## config.mk

```make
export PLATFORM = sky130hd
export DESIGN_NAME = range_frame_receiver
export DESIGN_NICKNAME = d
export VERILOG_FILES = /design/src/design/rfr_pkg.sv /design/src/design/rfr_cell.sv /design/src/design/rfr_seq.sv /design/src/design/range_frame_receiver.sv
export SDC_FILE = /design/constraint.sdc
export NUM_CORES = 1
export LEC_CHECK = 0
export BUFFER_PORTS_ARGS = -buffer_cell sky130_fd_sc_hd__buf_2
export CORE_ASPECT_RATIO = 0.6
export CORE_MARGIN = 2
export CORE_UTILIZATION = 45
export DETAILED_ROUTE_END_ITERATION = 7
export PLACE_DENSITY = 0.61
export SLEW_MARGIN = 20
export SYNTH_ARGS = -nofsm -noshare
export SYNTH_HDL_FRONTEND = slang
export SYNTH_SLANG_ARGS = --single-unit
```

## constraint.sdc

```tcl
create_clock -name clk -period 8.28 [get_ports clk]
set_input_delay 0.828 -clock clk [delete_from_list [all_inputs] [get_ports clk]]
set_output_delay 0.828 -clock clk [all_outputs]
set_load 0.005 [all_outputs]
```

## src/design/rfr_pkg.sv

```systemverilog
`timescale 1ns / 1ps

package rfr_pkg;

  localparam int ByteW          = 8;
  localparam int DistW          = 13;
  localparam int RawW           = 16;
  localparam int NumRangeFields = 8;

  // reciprocal of ten, exact for any 16-bit raw value
  localparam int RecipW     = 17;
  localparam int RecipShift = 19;
  localparam logic [RecipW-1:0] RecipTen = 17'd52429;
  localparam logic [DistW-1:0]  DistOffset = 13'd10;

  localparam logic CfgSyncFirst  = 1'b0;
  localparam logic CfgSyncSecond = 1'b1;

  typedef struct packed {
    logic emit;
    logic start;
  } seq_stat_t;

  function automatic logic [DistW-1:0] scale_distance(input logic [RawW-1:0] raw);
    logic [RawW+RecipW-1:0] prod;
    logic [DistW-1:0]       q;
    prod = {{RecipW{1'b0}}, raw} * {{RawW{1'b0}}, RecipTen};
    q    = prod[RecipShift+DistW-1:RecipShift];
    return (q < DistOffset) ? '0 : (q - DistOffset);
  endfunction

endpackage

```

## src/design/rfr_cell.sv

```systemverilog
`timescale 1ns / 1ps

module rfr_cell (
  input  logic                      clk,
  input  logic                      rst,
  input  logic                      shift,
  input  logic [rfr_pkg::ByteW-1:0] din,
  output logic [rfr_pkg::ByteW-1:0] dout
);

  logic [rfr_pkg::ByteW-1:0] held;

  always_ff @(posedge clk) begin
    if (rst) begin
      held <= '0;
    end else if (shift) begin
      held <= din;
    end
  end

  assign dout = held;

endmodule

```

## src/design/rfr_seq.sv

```systemverilog
`timescale 1ns / 1ps

module rfr_seq #(
  parameter int RANGE_SLOTS = 8
) (
  input  logic                      clk,
  input  logic                      rst,
  input  logic                      accept,
  input  logic [rfr_pkg::ByteW-1:0] rx_byte,
  input  logic [rfr_pkg::ByteW-1:0] prev_byte,
  input  logic [rfr_pkg::ByteW-1:0] sync_first,
  input  logic [rfr_pkg::ByteW-1:0] sync_second,
  output rfr_pkg::seq_stat_t        stat
);

  localparam int PosW = $clog2(RANGE_SLOTS + 3);
  localparam logic [PosW-1:0] PosIdle = '0;
  localparam logic [PosW-1:0] PosHigh = PosW'(RANGE_SLOTS + 1);
  localparam logic [PosW-1:0] PosLow  = PosW'(RANGE_SLOTS + 2);

  logic [PosW-1:0] pos;
  logic [PosW-1:0] pos_next;

  always_comb begin
    stat.start = (rx_byte == sync_second) && (prev_byte == sync_first);
    stat.emit  = accept && (pos == PosLow);
    if (pos != PosIdle && pos <= PosHigh) begin
      pos_next = pos + PosW'(1);
    end else begin
      pos_next = PosIdle;
    end
    if (stat.start) begin
      pos_next = PosW'(1);
    end
  end

  always_ff @(posedge clk) begin
    if (rst) begin
      pos <= PosIdle;
    end else if (accept) begin
      pos <= pos_next;
    end
  end

  a_pos_range: assert property (@(posedge clk) disable iff (rst) pos <= PosLow)
    else $error("frame position out of range");

  a_start_pos: assert property (@(posedge clk) disable iff (rst)
    accept && stat.start |=> pos == PosW'(1))
    else $error("sync did not restart frame");

  a_emit_idle: assert property (@(posedge clk) disable iff (rst)
    stat.emit && !stat.start |=> pos == PosIdle)
    else $error("no return to idle after frame end");

endmodule

```

## src/design/range_frame_receiver.sv

```systemverilog
`timescale 1ns / 1ps

// Range frame receiver.
// rx_byte arrives on in_valid/in_ready, one byte per beat. Two bytes equal to
// sync_first then sync_second open a frame (or restart one in progress); the
// next RANGE_SLOTS bytes are range slots, then the high and low bytes of a raw
// 16-bit distance. When the low byte is taken, one result beat goes out on
// out_valid/out_ready: eight ranges (slots beyond RANGE_SLOTS read 0) and
// distance = raw/10 - 10, clamped at 0.
// The result is registered and valid the cycle after the low byte is accepted.
// One byte per cycle while in_ready is high; bytes shift through a row of
// RANGE_SLOTS+1 byte cells, and the output register holds one finished result.
// in_ready drops only while a result is held and out_ready is low.
// Sync registers are written via cfg_we/cfg_index/cfg_data; the user must
// write them only while idle, as the block does not enforce it. Reset clears
// the frame position, the previous byte, the sync registers and out_valid.

module range_frame_receiver #(
  parameter int RANGE_SLOTS = 8
) (
  input  logic                      clk,
  input  logic                      rst,
  input  logic                      cfg_we,
  input  logic                      cfg_index,
  input  logic [rfr_pkg::ByteW-1:0] cfg_data,
  input  logic                      in_valid,
  output logic                      in_ready,
  input  logic [rfr_pkg::ByteW-1:0] rx_byte,
  output logic                      out_valid,
  input  logic                      out_ready,
  output logic [rfr_pkg::ByteW-1:0] range_front,
  output logic [rfr_pkg::ByteW-1:0] range_rear,
  output logic [rfr_pkg::ByteW-1:0] range_askew_right,
  output logic [rfr_pkg::ByteW-1:0] range_askew_left,
  output logic [rfr_pkg::ByteW-1:0] range_rear_right,
  output logic [rfr_pkg::ByteW-1:0] range_rear_left,
  output logic [rfr_pkg::ByteW-1:0] range_right,
  output logic [rfr_pkg::ByteW-1:0] range_left,
  output logic [rfr_pkg::DistW-1:0] distance
);

  logic [rfr_pkg::ByteW-1:0] sync_first;
  logic [rfr_pkg::ByteW-1:0] sync_second;
  logic                      accept;
  rfr_pkg::seq_stat_t        stat;

  // chain[0] is the last byte taken; at frame end chain[RANGE_SLOTS-j] is slot j
  logic [rfr_pkg::ByteW-1:0] chain [RANGE_SLOTS+1];
  logic [rfr_pkg::ByteW-1:0] rng_sel [rfr_pkg::NumRangeFields];
  logic [rfr_pkg::ByteW-1:0] rng_out [rfr_pkg::NumRangeFields];
  logic [rfr_pkg::DistW-1:0] dist_next;

  assign in_ready = !out_valid || out_ready;
  assign accept   = in_valid && in_ready;

  always_ff @(posedge clk) begin
    if (rst) begin
      sync_first  <= '0;
      sync_second <= '0;
    end else if (cfg_we) begin
      case (cfg_index)
        rfr_pkg::CfgSyncFirst:  sync_first  <= cfg_data;
        rfr_pkg::CfgSyncSecond: sync_second <= cfg_data;
        default: ;
      endcase
    end
  end

  generate
    for (genvar k = 0; k <= RANGE_SLOTS; k++) begin : g_cell
      if (k == 0) begin : g_head
        rfr_cell u_cell (
          .clk   (clk),
          .rst   (rst),
          .shift (accept),
          .din   (rx_byte),
          .dout  (chain[k])
        );
      end else begin : g_body
        rfr_cell u_cell (
          .clk   (clk),
          .rst   (rst),
          .shift (accept),
          .din   (chain[k-1]),
          .dout  (chain[k])
        );
      end
    end

    for (genvar j = 0; j < rfr_pkg::NumRangeFields; j++) begin : g_rng
      if (j < RANGE_SLOTS) begin : g_used
        assign rng_sel[j] = chain[RANGE_SLOTS-j];
      end else begin : g_empty
        assign rng_sel[j] = '0;
      end
    end
  endgenerate

  rfr_seq #(
    .RANGE_SLOTS (RANGE_SLOTS)
  ) u_seq (
    .clk         (clk),
    .rst         (rst),
    .accept      (accept),
    .rx_byte     (rx_byte),
    .prev_byte   (chain[0]),
    .sync_first  (sync_first),
    .sync_second (sync_second),
    .stat        (stat)
  );

  assign dist_next = rfr_pkg::scale_distance({chain[0], rx_byte});

  always_ff @(posedge clk) begin
    if (rst) begin
      out_valid <= 1'b0;
    end else if (stat.emit) begin
      out_valid <= 1'b1;
    end else if (out_ready) begin
      out_valid <= 1'b0;
    end
  end

  always_ff @(posedge clk) begin
    if (stat.emit) begin
      rng_out  <= rng_sel;
      distance <= dist_next;
    end
  end

  assign range_front       = rng_out[0];
  assign range_rear        = rng_out[1];
  assign range_askew_right = rng_out[2];
  assign range_askew_left  = rng_out[3];
  assign range_rear_right  = rng_out[4];
  assign range_rear_left   = rng_out[5];
  assign range_right       = rng_out[6];
  assign range_left        = rng_out[7];

  a_emit_valid: assert property (@(posedge clk) disable iff (rst)
    stat.emit |=> out_valid)
    else $error("frame end did not raise out_valid");

  a_drain: assert property (@(posedge clk) disable iff (rst)
    out_valid && out_ready && !stat.emit |=> !out_valid)
    else $error("result beat repeated");

  a_dist_max: assert property (@(posedge clk) disable iff (rst)
    out_valid |-> distance <= 13'd6543)
    else $error("distance above maximum");

  a_chain_shift: assert property (@(posedge clk) disable iff (rst)
    accept |=> chain[0] == $past(rx_byte))
    else $error("byte chain did not shift");

endmodule
```

==> flow_metrics.tcl <==
set metrics [dict create \
    clkSinkCount 170 \
    critical_path_arrival_ns 7.31 \
    tightest_slew_ns 1.03 \
    timing.final.ws_setup_ns 1.13 \
    synth_xor_area_frac 0.0333 \
    synth-simple-area-share 0.118 \
    drive_above_1_share 0.133 \
    dp_hpwl_um 20600 \
    crit_required_ns 8.44 \
    fp-row-count 44 \
    synth-edff-count 77 \
    critPathLaunchType "input pin" \
    worstReg2RegEnd "distance[0]" \
    crit_path_max_fanout 10 \
    clockBufferDepth 2 \
    grt_overflow_total 0 \
    grt_usage 0.215 \
    clock_latency_ns 0.43 \
    post_cts_resized 0 \
    postCtsSetupBuffers 0 \
    drtIter0Drc 571 \
    grt_pass1_wl_um 42100 \
    hold_ws_ns 0.433 \
    drc 0 \
    dieArea_mm2 0.0258 \
    port_buffers 100 \
    final_cells 1543 \
    crit_path_end_kind "flop" \
    setup_viol 0 \
    wl_um 26500 \
    ys_seq_area_frac 0.379 \
    dp.cells 1511 \
    place_congestion 0.967 \
    avgViaCountPerCell 5.07 \
    cap_viol_max_count 0 \
    ys_async_sr_fraction 0 \
    antenna_left 0 \
    worstSetupStartpoint "rx_byte[7]" \
    yosys.area.top_type "edfxtp_1" \
    cts_root_buf "clkbuf_16" \
    finish.utilization 0.517 \
    dp_worst_setup_slack_ns 0.793 \
    ys.flop_type "dfxtp_1" \
    rsz0062_at_grt "false" \
    relSlewSlack 0.311 \
    core_area_mm2 0.0241 \
    htreeDepth 4 \
    cellPowerDensity_mw_per_mm2 314 \
    vdd_drop_max_uv 245 \
    fin_setup_tns_ns 0 \
    synth_most_common_cell "inv_1" \
    reg2reg_slack_ns 1.41 \
    synth_mux_area_frac 0.0115 \
    yosysWarnings 0 \
    synth_compound_area_frac 0.0845 \
    clk_pin_slew_ns 0.07 \
    synth_nets 1344 \
    min-delay-start "g_cell[8].g_body.u_cell.dout[7]" \
    max_freq_mhz 140 \
    holdPathStages 0 \
    die_y_um 125 \
    antenna_cells 0 \
    r2r-start "g_cell[0].g_head.u_cell.dout[0]" \
    path_class "input pin to flop" \
    grt_start_max_net_pins 94 \
    synth_top_area_frac 0.210 \
    rr_worst_depth 20 \
    hold_viol 0 \
    syn2layout_area_growth_pct 13.4 \
    hp-class "flop to flop" \
    first_global_vias 7366 \
    first_pass_iters 5 \
    synth-seq-cells 170 \
    syn-cell-area_mm2 0.0110 \
    num_vias 7826 \
    start_util 0.456 \
    synthTopCellsByCount "inv_1 (191), nand2_1 (177), ha_1 (135)" \
    synth_top_family_by_area "adder cells" \
    synth_area_leaders "edfxtp_1 (21%), dfxtp_1 (17%), ha_1 (15%)" \
    nets 1444 \
    synth_fa_ha_area_frac 0.297 \
    status "completed" \
    holdPathEnd "range_front[7]" \
    antenna_found_initial 0 \
    avgSynthCellArea_um2 9.93 \
    p_leak_nw 5.89 \
    ys_types 57 \
    io_pins 101 \
    finClkSkew_ns 0.0110 \
    wl_per_cell_um 17.2 \
    period_share 0.863 \
    die_w_um 206 \
    period_minus_slack_ns 7.15 \
    cts_buffers 17 \
    cts_tree "yes" \
    syn_inst 1108 \
    drv_slew 0 \
    ctsHoldBuffers 0 \
]
## final cells by class
cell class / instances / area (um^2)
clock buffers: 18 / 439
clock inverters: 14 / 156
fillers: 2262 / 11600
inverters: 191 / 718
multi-input cells: 716 / 6000
flip-flops and latches: 170 / 4170
well taps: 322 / 403
repair buffers: 112 / 591
## worst max-delay path: stages
cell and delay (ns):
buf_2 0.18, ha_1 0.33, inv_1 0.09, fa_1 0.54, inv_1 0.06, fa_1 0.51
fa_1 0.53, fa_1 0.56, inv_1 0.06, fa_1 0.53, inv_1 0.04, ha_1 0.35
nand4_2 0.19, o221ai_1 0.21, a2111oi_0 0.67, a21oi_1 0.30, a221oi_2 0.45, and3_1 0.22
o21ai_1 0.11, nor3b_4 0.44, nor3_1 0.11
## per-layer routing
layer	global-route usage	vias up	routed length [um]
met5	0	-	0
li1	-	3829	-
met4	0.0445	0	327
met2	0.271	211	9950
met1	0.360	3764	14300
met3	0.0506	22	1860
## state kept, by name (all words and copies together) (netlist names)
name	count
g_cell.g_body.u_cell.dout	64
distance	13
g_cell.g_head.u_cell.dout	8
range_askew_left	8
range_askew_right	8
range_front	8
range_left	8
range_rear	8
range_rear_left	8
range_rear_right	8
range_right	8
sync_first	8
sync_second	8
u_seq.pos	4
out_valid	1
## power breakdown
part | switching [mW] | total, mW | internal (mW)
sequential | 0.00769 | 0.958 | 0.950
clock | 0.371 | 0.782 | 0.411
combinational | 1.33 | 2.17 | 0.845
## logic make-up after synthesis
kind of cell | after synthesis
buffers and inverters | 222
AO/OA/AOI/OAI | 163
multiplexers | 12
adder cells (fa/ha/maj) | 214
flip-flops | 170
XOR/XNOR | 41
AND/OR/NAND/NOR | 286
## metrics by stage
step	cell area, um^2	total power, mW
5_1_grt	12500	4.25
3_3_place_gp	11900	3.07
3_5_place_dp	11900	3.11
4_1_cts	12500	3.91
2_1_floorplan	11000	2.62
6_report	12500	3.91
## placed cells by master (no fill, tap or decap), types with 3 or more instances in the layout
| master | n |
|---|---|
| a21o_1 | 8 |
| nor2_1 | 39 |
| nor3_1 | 5 |
| nand3_1 | 18 |
| mux2i_1 | 10 |
| dfxtp_1 | 93 |
| o21bai_1 | 3 |
| inv_8 | 3 |
| o21ai_0 | 21 |
| ha_1 | 135 |
| a21oi_1 | 109 |
| o21ai_1 | 3 |
| xor2_1 | 14 |
| buf_4 | 12 |
| clkinv_8 | 4 |
| nor2b_1 | 5 |
| and4_1 | 7 |
| inv_6 | 3 |
| buf_2 | 100 |
| xnor2_1 | 26 |
| nand2b_1 | 6 |
| nand4_1 | 8 |
| inv_1 | 190 |
| and3_1 | 3 |
| fa_1 | 79 |
| clkbuf_16 | 17 |
| clkinvlp_4 | 3 |
| and2_1 | 3 |
| edfxtp_1 | 77 |
| nand2_1 | 176 |
## how the worst max path moves through the flow
stage | to | slack (ns) | cells after the start
3_5_place_dp | distance[0] | 0.79 | 21
2_1_floorplan | distance[0] | 1.83 | 20
6_report | distance[0] | 1.13 | 21
3_3_place_gp | distance[0] | 0.89 | 21
5_1_grt | distance[9] | 0.86 | 21
4_1_cts | distance[0] | 1.23 | 21
No activity file was read; power rests on OpenSTA's default activity.
